[config.mk]
export PLATFORM = sky130hd
export DESIGN_NAME = hsv_to_rgb444_converter
export DESIGN_NICKNAME = d
export VERILOG_FILES = /design/src/design/hsv2rgb_pkg.sv /design/src/design/hsv2rgb_hue.sv /design/src/design/hsv2rgb_scale.sv /design/src/design/hsv2rgb_quant.sv /design/src/design/hsv_to_rgb444_converter.sv
export SDC_FILE = /design/constraint.sdc
export NUM_CORES = 1
export LEC_CHECK = 0
export ABC_AREA = 1
export BUFFER_PORTS_ARGS = -buffer_cell sky130_fd_sc_hd__buf_2
export CORE_UTILIZATION = 50
export CTS_CLUSTER_SIZE = 10
export DETAILED_ROUTE_END_ITERATION = 10
export GPL_TIMING_DRIVEN = 0
export PLACE_DENSITY = 0.68
export SETUP_SLACK_MARGIN = 0.3
export SKIP_LAST_GASP = 1
export SYNTH_ARGS = -nofsm -noshare
export SYNTH_HDL_FRONTEND = slang
export SYNTH_SLANG_ARGS = --single-unit
[constraint.sdc]
create_clock -name clk -period 8.75 [get_ports clk]
set_clock_uncertainty 0.15 [all_clocks]
set_input_delay 0.875 -clock clk [delete_from_list [all_inputs] [get_ports clk]]
set_output_delay 0.875 -clock clk [all_outputs]
set_load 0.005 [all_outputs]
[src/design/hsv2rgb_pkg.sv]
// Shared types and constants for the HSV to RGB444 color converter.
package hsv2rgb_pkg;

  localparam int CHANNEL_BITS = 4;
  localparam int CHAN_SHIFT   = 8 - CHANNEL_BITS;
  localparam int LEVEL_BITS   = 17;

  // 1.0 in units of 1/256
  localparam logic [8:0] FULL_SCALE = 9'd256;

  // floor(hue / 360) == (hue * HUE_RECIP) >> HUE_SHIFT for every 16-bit hue
  localparam logic [16:0] HUE_RECIP = 17'd93207;
  localparam int          HUE_SHIFT = 25;

  // floor(n / 15) == (n * DIV15_RECIP) >> DIV15_SHIFT for every 20-bit n
  localparam logic [20:0] DIV15_RECIP = 21'd1118482;
  localparam int          DIV15_SHIFT = 24;

  typedef enum logic [2:0] {
    SEC_RED_YELLOW   = 3'd0,
    SEC_YELLOW_GREEN = 3'd1,
    SEC_GREEN_CYAN   = 3'd2,
    SEC_CYAN_BLUE    = 3'd3,
    SEC_BLUE_MAGENTA = 3'd4,
    SEC_MAGENTA_RED  = 3'd5
  } sector_t;

  typedef struct packed {
    logic [15:0] hue_degrees;
    logic [8:0]  saturation;
    logic [8:0]  brightness;
  } hsv_in_t;

  typedef struct packed {
    logic [CHANNEL_BITS-1:0] red_out;
    logic [CHANNEL_BITS-1:0] green_out;
    logic [CHANNEL_BITS-1:0] blue_out;
  } rgb_out_t;

  // hue sector, weight of the secondary component, chroma and offset
  typedef struct packed {
    sector_t               sector;
    logic [5:0]            k;
    logic [LEVEL_BITS-1:0] c;
    logic [LEVEL_BITS-1:0] m;
  } hue_t;

  // per-channel level, 16 fractional bits
  typedef struct packed {
    logic [LEVEL_BITS-1:0] r;
    logic [LEVEL_BITS-1:0] g;
    logic [LEVEL_BITS-1:0] b;
  } level_t;

endpackage

[src/design/hsv2rgb_hue.sv]
// Front stages: clamp, chroma, hue reduction, sector and secondary weight.
module hsv2rgb_hue (
  input  logic                 clk,
  input  logic                 rst,
  input  logic                 hsv_valid,
  output logic                 hsv_stall,
  input  hsv2rgb_pkg::hsv_in_t hsv,
  output logic                 hue_valid,
  input  logic                 hue_stall,
  output hsv2rgb_pkg::hue_t    hue
);
  import hsv2rgb_pkg::*;

  logic s1_valid, s2_valid, s3_valid;
  logic ready1, ready2, ready3;

  logic [15:0]           s1_hue;
  logic [7:0]            s1_q;
  logic [LEVEL_BITS-1:0] s1_c;
  logic [8:0]            s1_val;

  logic [8:0]            s2_ang;
  logic [LEVEL_BITS-1:0] s2_c;
  logic [LEVEL_BITS-1:0] s2_m;

  hue_t s3;

  logic [8:0]  sat_c, val_c;
  logic [17:0] c_full;
  logic [32:0] hue_prod;
  logic [15:0] q_deg;
  logic [15:0] ang_full;
  sector_t     sec;
  logic        sec_odd;
  logic [8:0]  sec_base;
  logic [8:0]  rem_full;
  logic [5:0]  rem;
  logic [5:0]  k_next;

  assign ready3    = !s3_valid || !hue_stall;
  assign ready2    = !s2_valid || ready3;
  assign ready1    = !s1_valid || ready2;
  assign hsv_stall = !ready1;

  // stage 1: clamp, chroma product, quotient of hue by 360
  always_comb begin
    sat_c    = (hsv.saturation > FULL_SCALE) ? FULL_SCALE : hsv.saturation;
    val_c    = (hsv.brightness > FULL_SCALE) ? FULL_SCALE : hsv.brightness;
    c_full   = sat_c * val_c;
    hue_prod = hsv.hue_degrees * HUE_RECIP;
  end

  // stage 2: hue mod 360 and offset m
  always_comb begin
    q_deg    = 16'(s1_q) * 16'd360;
    ang_full = s1_hue - q_deg;
  end

  // stage 3: sector and distance into it
  always_comb begin
    if (s2_ang < 9'd60) begin
      sec = SEC_RED_YELLOW;   sec_odd = 1'b0; sec_base = 9'd0;
    end else if (s2_ang < 9'd120) begin
      sec = SEC_YELLOW_GREEN; sec_odd = 1'b1; sec_base = 9'd60;
    end else if (s2_ang < 9'd180) begin
      sec = SEC_GREEN_CYAN;   sec_odd = 1'b0; sec_base = 9'd120;
    end else if (s2_ang < 9'd240) begin
      sec = SEC_CYAN_BLUE;    sec_odd = 1'b1; sec_base = 9'd180;
    end else if (s2_ang < 9'd300) begin
      sec = SEC_BLUE_MAGENTA; sec_odd = 1'b0; sec_base = 9'd240;
    end else begin
      sec = SEC_MAGENTA_RED;  sec_odd = 1'b1; sec_base = 9'd300;
    end
    rem_full = s2_ang - sec_base;
    rem      = rem_full[5:0];
    // rising edge of the secondary in even sectors, falling in odd ones
    k_next   = sec_odd ? (6'd60 - rem) : rem;
  end

  always_ff @(posedge clk) begin
    if (rst) begin
      s1_valid <= 1'b0;
      s2_valid <= 1'b0;
      s3_valid <= 1'b0;
    end else begin
      if (ready1) s1_valid <= hsv_valid;
      if (ready2) s2_valid <= s1_valid;
      if (ready3) s3_valid <= s2_valid;
    end
  end

  always_ff @(posedge clk) begin
    if (ready1) begin
      s1_hue <= hsv.hue_degrees;
      s1_q   <= hue_prod[HUE_SHIFT +: 8];
      s1_c   <= c_full[LEVEL_BITS-1:0];
      s1_val <= val_c;
    end
    if (ready2) begin
      s2_ang <= ang_full[8:0];
      s2_c   <= s1_c;
      s2_m   <= {s1_val, 8'b0} - s1_c;
    end
    if (ready3) begin
      s3.sector <= sec;
      s3.k      <= k_next;
      s3.c      <= s2_c;
      s3.m      <= s2_m;
    end
  end

  assign hue_valid = s3_valid;
  assign hue       = s3;

endmodule

[src/design/hsv2rgb_scale.sv]
// Middle stages: secondary component x = c*k/60 and per-channel levels.
module hsv2rgb_scale (
  input  logic                clk,
  input  logic                rst,
  input  logic                hue_valid,
  output logic                hue_stall,
  input  hsv2rgb_pkg::hue_t   hue,
  output logic                lvl_valid,
  input  logic                lvl_stall,
  output hsv2rgb_pkg::level_t lvl
);
  import hsv2rgb_pkg::*;

  logic s4_valid, s5_valid, s6_valid;
  logic ready4, ready5, ready6;

  sector_t               s4_sector, s5_sector;
  logic [LEVEL_BITS-1:0] s4_c, s4_m, s5_c, s5_m;
  logic [21:0]           s4_prod;
  logic [30:0]           s5_pp_hi, s5_pp_lo;
  level_t                s6;

  logic [22:0]           prod_full;
  logic [19:0]           quarter;
  logic [40:0]           recip_sum;
  logic [LEVEL_BITS-1:0] x_val;
  logic [LEVEL_BITS-1:0] r_comp, g_comp, b_comp;

  assign ready6    = !s6_valid || !lvl_stall;
  assign ready5    = !s5_valid || ready6;
  assign ready4    = !s4_valid || ready5;
  assign hue_stall = !ready4;

  assign prod_full = hue.c * hue.k;
  // divide by 60 as a shift by 2 and a reciprocal multiply by 1/15
  assign quarter   = s4_prod[21:2];

  always_comb begin
    recip_sum = {s5_pp_hi, 10'b0} + {10'b0, s5_pp_lo};
    x_val     = recip_sum[DIV15_SHIFT +: LEVEL_BITS];
    case (s5_sector)
      SEC_RED_YELLOW:   begin r_comp = s5_c;  g_comp = x_val; b_comp = '0;    end
      SEC_YELLOW_GREEN: begin r_comp = x_val; g_comp = s5_c;  b_comp = '0;    end
      SEC_GREEN_CYAN:   begin r_comp = '0;    g_comp = s5_c;  b_comp = x_val; end
      SEC_CYAN_BLUE:    begin r_comp = '0;    g_comp = x_val; b_comp = s5_c;  end
      SEC_BLUE_MAGENTA: begin r_comp = x_val; g_comp = '0;    b_comp = s5_c;  end
      default:          begin r_comp = s5_c;  g_comp = '0;    b_comp = x_val; end
    endcase
  end

  always_ff @(posedge clk) begin
    if (rst) begin
      s4_valid <= 1'b0;
      s5_valid <= 1'b0;
      s6_valid <= 1'b0;
    end else begin
      if (ready4) s4_valid <= hue_valid;
      if (ready5) s5_valid <= s4_valid;
      if (ready6) s6_valid <= s5_valid;
    end
  end

  always_ff @(posedge clk) begin
    if (ready4) begin
      s4_sector <= hue.sector;
      s4_c      <= hue.c;
      s4_m      <= hue.m;
      s4_prod   <= prod_full[21:0];
    end
    if (ready5) begin
      s5_sector <= s4_sector;
      s5_c      <= s4_c;
      s5_m      <= s4_m;
      s5_pp_hi  <= quarter[19:10] * DIV15_RECIP;
      s5_pp_lo  <= quarter[9:0] * DIV15_RECIP;
    end
    if (ready6) begin
      s6.r <= r_comp + s5_m;
      s6.g <= g_comp + s5_m;
      s6.b <= b_comp + s5_m;
    end
  end

  assign lvl_valid = s6_valid;
  assign lvl       = s6;

`ifndef ASSERT_OFF
  a_x_below_chroma: assert property (@(posedge clk) disable iff (rst)
    s5_valid |-> x_val <= s5_c)
    else $error("secondary component exceeds chroma");

  a_stage5_advance: assert property (@(posedge clk) disable iff (rst)
    s4_valid && ready5 |=> s5_valid)
    else $error("transaction lost between stages 4 and 5");

  a_stage6_hold: assert property (@(posedge clk) disable iff (rst)
    s6_valid && lvl_stall |=> s6_valid && $stable(s6))
    else $error("stalled level stage changed");
`endif

endmodule

[src/design/hsv2rgb_quant.sv]
// Output stage: scale each level by 255 and keep the top channel bits.
module hsv2rgb_quant (
  input  logic                  clk,
  input  logic                  rst,
  input  logic                  lvl_valid,
  output logic                  lvl_stall,
  input  hsv2rgb_pkg::level_t   lvl,
  output logic                  rgb_valid,
  input  logic                  rgb_stall,
  output hsv2rgb_pkg::rgb_out_t rgb
);
  import hsv2rgb_pkg::*;

  logic     ready7;
  logic [24:0] r_scaled, g_scaled, b_scaled;
  rgb_out_t rgb_next;

  assign ready7    = !rgb_valid || !rgb_stall;
  assign lvl_stall = !ready7;

  // 255 * level as level * 256 - level
  always_comb begin
    r_scaled = {lvl.r, 8'b0} - {8'b0, lvl.r};
    g_scaled = {lvl.g, 8'b0} - {8'b0, lvl.g};
    b_scaled = {lvl.b, 8'b0} - {8'b0, lvl.b};
    rgb_next.red_out   = r_scaled[16 + CHAN_SHIFT +: CHANNEL_BITS];
    rgb_next.green_out = g_scaled[16 + CHAN_SHIFT +: CHANNEL_BITS];
    rgb_next.blue_out  = b_scaled[16 + CHAN_SHIFT +: CHANNEL_BITS];
  end

  always_ff @(posedge clk) begin
    if (rst) begin
      rgb_valid <= 1'b0;
    end else if (ready7) begin
      rgb_valid <= lvl_valid;
    end
  end

  always_ff @(posedge clk) begin
    if (ready7) rgb <= rgb_next;
  end

endmodule

[src/design/hsv_to_rgb444_converter.sv]
// HSV to RGB444 color converter, top level.
// Accepts one pixel per clock while hsv_stall is low; every
// pipeline stage holds its own valid bit, so a stall on the rgb side backs up
// stage by stage without losing or repeating a transaction, and bubbles close
// up. The pipeline stages are the hue reduction (reciprocal multiply, then
// subtract), the sector decode, the chroma-by-weight multiply, the divide by
// 60 split into two reciprocal partial products, the channel select with
// offset add, and the final scale by 255 in the output register.
module hsv_to_rgb444_converter (
  input  logic                  clk,
  input  logic                  rst,
  input  logic                  hsv_valid,
  output logic                  hsv_stall,
  input  hsv2rgb_pkg::hsv_in_t  hsv,
  output logic                  rgb_valid,
  input  logic                  rgb_stall,
  output hsv2rgb_pkg::rgb_out_t rgb
);
  import hsv2rgb_pkg::*;

  logic   hue_valid, hue_stall;
  hue_t   hue;
  logic   lvl_valid, lvl_stall;
  level_t lvl;

  hsv2rgb_hue u_hue (
    .clk       (clk),
    .rst       (rst),
    .hsv_valid (hsv_valid),
    .hsv_stall (hsv_stall),
    .hsv       (hsv),
    .hue_valid (hue_valid),
    .hue_stall (hue_stall),
    .hue       (hue)
  );

  hsv2rgb_scale u_scale (
    .clk       (clk),
    .rst       (rst),
    .hue_valid (hue_valid),
    .hue_stall (hue_stall),
    .hue       (hue),
    .lvl_valid (lvl_valid),
    .lvl_stall (lvl_stall),
    .lvl       (lvl)
  );

  hsv2rgb_quant u_quant (
    .clk       (clk),
    .rst       (rst),
    .lvl_valid (lvl_valid),
    .lvl_stall (lvl_stall),
    .lvl       (lvl),
    .rgb_valid (rgb_valid),
    .rgb_stall (rgb_stall),
    .rgb       (rgb)
  );

endmodule
==> out/results.ini <==
[logic_synthesis]
netlist_area_um2 = 29400
muxShareOfSynthArea = 0
ys_types = 49
synth-simple-area-share = 0.135
yosysSeqAreaShare = 0.342
synthAdderAreaFrac = 0.319
ys_top_cells_by_count = 611 x inv_1, 560 x nand2_1, 408 x ha_1, 330 x edfxtp_1, 213 x fa_1
synth_nets = 3741
ys.flop_type = edfxtp_1
ys_warn_count = 0
yosys.area_share.xor_xnor = 0.0492
syn-instance-count = 3082
synth_async_sr_flop_share = 0
ys_seq_elements = 337
synth-compound-area-share = 0.0727
synth_edf_count = 330
netlist_top_cells_area = edfxtp_1 34%, ha_1 17%, fa_1 15%, inv_1 7.8%, nand2_1 7.2%
synth_top_family_by_area = adder cells
synth_top_cell_by_area = edfxtp_1
yosysMostFrequentCell = inv_1
synth_top_area_share = 0.337
synth_area_per_cell_um2 = 9.53

[global_routing]
grt_max_degree = 48
grt-ovfl-total = 0
gr-usage-all-layers = 0.225
grt_pass1_wl_mm = 108
grt_pass1_vias = 22000
antenna_found_initial = 0

[place]
dp_hpwl_mm = 53.8
pre_cts_slack_ns = 2.46
dp.cells = 3900
globalplace.congestion = 0.963
port_buffers = 50

[timing]
slew_headroom = 0.421
drv_slew = 0
finalCriticalPeriod_ns = 5.81
setup_slack_ns = 2.94
worst_slew_pin_slew_ns = 0.869
rsz0062_at_grt = no
fin_crit_sh = 0.664
setup_viol = 0
whs_ns = 0.254
tns_ns = 0
fmaxAchievable_mhz = 172
hold_violations = 0

[floorplan]
initial_core_util = 0.507
io_pins = 52
core_um2 = 57900
die_w_um = 244
dieHeight_um = 244
die_area_um2 = 59700
num_rows = 88

[worst_setup_path]
crit_arrival_ns = 6.04
worstReg2RegEnd = u_scale.s4_prod[14]$_DFFE_PP_
critical-path-slowest-cell = nor2_1
startpoint_type = input pin
endpoint_kind = flip-flop
critical_path_buf_inv_count = 3
path_max_fanout = 7
cpPeakStageDelay_ns = 0.63
worstReg2RegStart = u_hue.hue[39]$_DFFE_PP_
rrSetupSlack_ns = 3.68
cp_common_cell = fa_1
critical_path_required_ns = 8.98
ff2ff_path_depth = 15
path_cells = buf_2 > nor4_1 > a31oi_1 > nor2_1 > inv_1 > nor2_1 > fa_1 > fa_1 > fa_1 > fa_1 > ha_1 > nand2_1 > inv_1 > nand3_1 > o211a_1 > o21ai_0 > nand2_1 > a21oi_1 > xor2_1
crit_family = adder cells
path_class = input pin to flip-flop

[finish]
fin_cells = 3962
synthToLayoutAreaGrowth_pct = 8.48
fillers = 5193
n_antenna_cell = 0
nNetsFinal = 3837
drive_gt1_frac = 0.0472

[routing]
drc = 0
dr.pass1.iters = 6
vias = 21000
postRouteAntennaNets = 0
post_drt_wl_per_cell_um = 16.4
routed_wl_mm = 64.9
drtIter0Drc = 1042
vias_per_cell = 5.30

[clock_network]
cts.clk_slew.worst_paths_ns = 0.06
root_buffer = clkbuf_16
htreeDepth = 2
cts_tree = done
hold_buffers = 0
cts_buffers = 41
clk_latency_ns = 0.56
clk_path_buf_depth = 3
cts_resized = 0
cts_setup_buffers = 0
cts.sinks = 337

[hold_path]
hold_start = u_scale.s4_c[15]$_DFFE_PP_
min_path_type = flip-flop to flip-flop
min_to = u_scale.s5_c[15]$_DFFE_PP_
hold_depth = 0

[job]
maxCapViolCount = 0

[status]
outcome = completed

stage by stage:
stage / cell area [um2] / utilization
after floorplan: 29400 / -
after global placement: 30600 / 0.528
after detailed placement: 30600 / 0.529
after CTS: 31900 / 0.550
after global routing: 31900 / 0.550
final: 31900 / 0.550
worst max path at each step:
| stage | endpoint | slack [ns] | cells past startpoint | start |
|---|---|---|---|---|
| 3_3_place_gp | u_hue.s1_hue[0]$_DFFE_PN_ | -1.57 | 14 | rgb_stall |
| 2_1_floorplan | u_hue.s1_c[0]$_DFFE_PN_ | 0.56 | 13 | rgb_stall |
| 4_1_cts | hsv_stall | 2.96 | 14 | rgb_stall |
| 3_5_place_dp | u_hue.s1_c[14]$_DFFE_PN_ | 2.46 | 23 | hsv[8] |
| 5_1_grt | hsv_stall | 2.46 | 14 | rgb_stall |
| 6_report | u_hue.s1_c[14]$_DFFE_PN_ | 2.94 | 19 | hsv[14] |
cells by family (layout without fill, tap and decap cells):
logic type / count (synthesis) / count (layout)
buffers and inverters: 642 / 757
DFF: 337 / 337
and+or+nand+nor: 937 / 937
xor gates and xnor gates: 165 / 165
AOI/OAI and AO/OA: 380 / 380
adders and majority gates: 621 / 621
layout make-up:
type	instances	area, um2	area share
Timing Repair Buffer	53	310	0.00974
Buffer	21	82.6	0.00259
Sequential cell	337	10000	0.315
Inverter	621	2330	0.0733
Clock buffer	54	1110	0.0347
Tap cell	765	957	0.0300
Multi-Input combinational cell	2103	16900	0.531
Clock inverter	8	114	0.00357
placed cells by master (no fill, tap or decap), types with 6 or more instances in the layout:
cell and n:
xor2_1 113, clkbuf_1 27, edfxtp_1 330, nand4_1 29
o21ai_1 8, nand3_1 118, a31oi_1 23, dfxtp_1 7
buf_2 53, nand2_2 6, clkbuf_16 42, nand2_1 560
o21bai_1 10, o22ai_1 9, ha_1 408, nor3_1 17
inv_2 15, nor4_1 19, fa_1 213, a211oi_1 6
a21oi_1 175, xnor2_1 52, inv_1 605, nor2_1 164
o21a_1 8, o21ai_0 96, a21o_1 17
state kept, by name, indices dropped and copies added (netlist names), 16 cells and up:
signal and flops:
u_scale.lvl 51, u_hue.hue 42, u_scale.s5_pp_hi 30, u_scale.s4_m 17, u_scale.s4_c 16, u_hue.s2_c 16, u_scale.s5_pp_lo 20, u_scale.s5_c 16
u_scale.s5_m 17, u_hue.s2_m 17, u_scale.s4_prod 20, u_hue.s1_c 17
routing by layer:
layer  part of all wire  vias up  wire, um  global-route usage
met5                  0        -         0                   0
met2               0.50      493     32300               0.407
met1               0.43    10000     27900               0.277
met3              0.038      137      2480              0.0229
li1                   -    10300         -                   -
met4              0.034        0      2210              0.0814
worst reg2reg max path: stages (launching register included):
cell	delay, ns
edfxtp_1	0.31
clkbuf_1	0.34
clkbuf_1	0.49
nand2_1	0.17
fa_1	0.54
fa_1	0.52
fa_1	0.55
inv_1	0.05
ha_1	0.35
a21oi_1	0.17
nand2_1	0.10
a21oi_1	0.27
o21ai_0	0.17
a21boi_0	0.32
o21ai_0	0.16
xor2_1	0.16
Power is not shown: default switching activity piles up to over one toggle a cycle in this logic, so the estimate is an artifact.
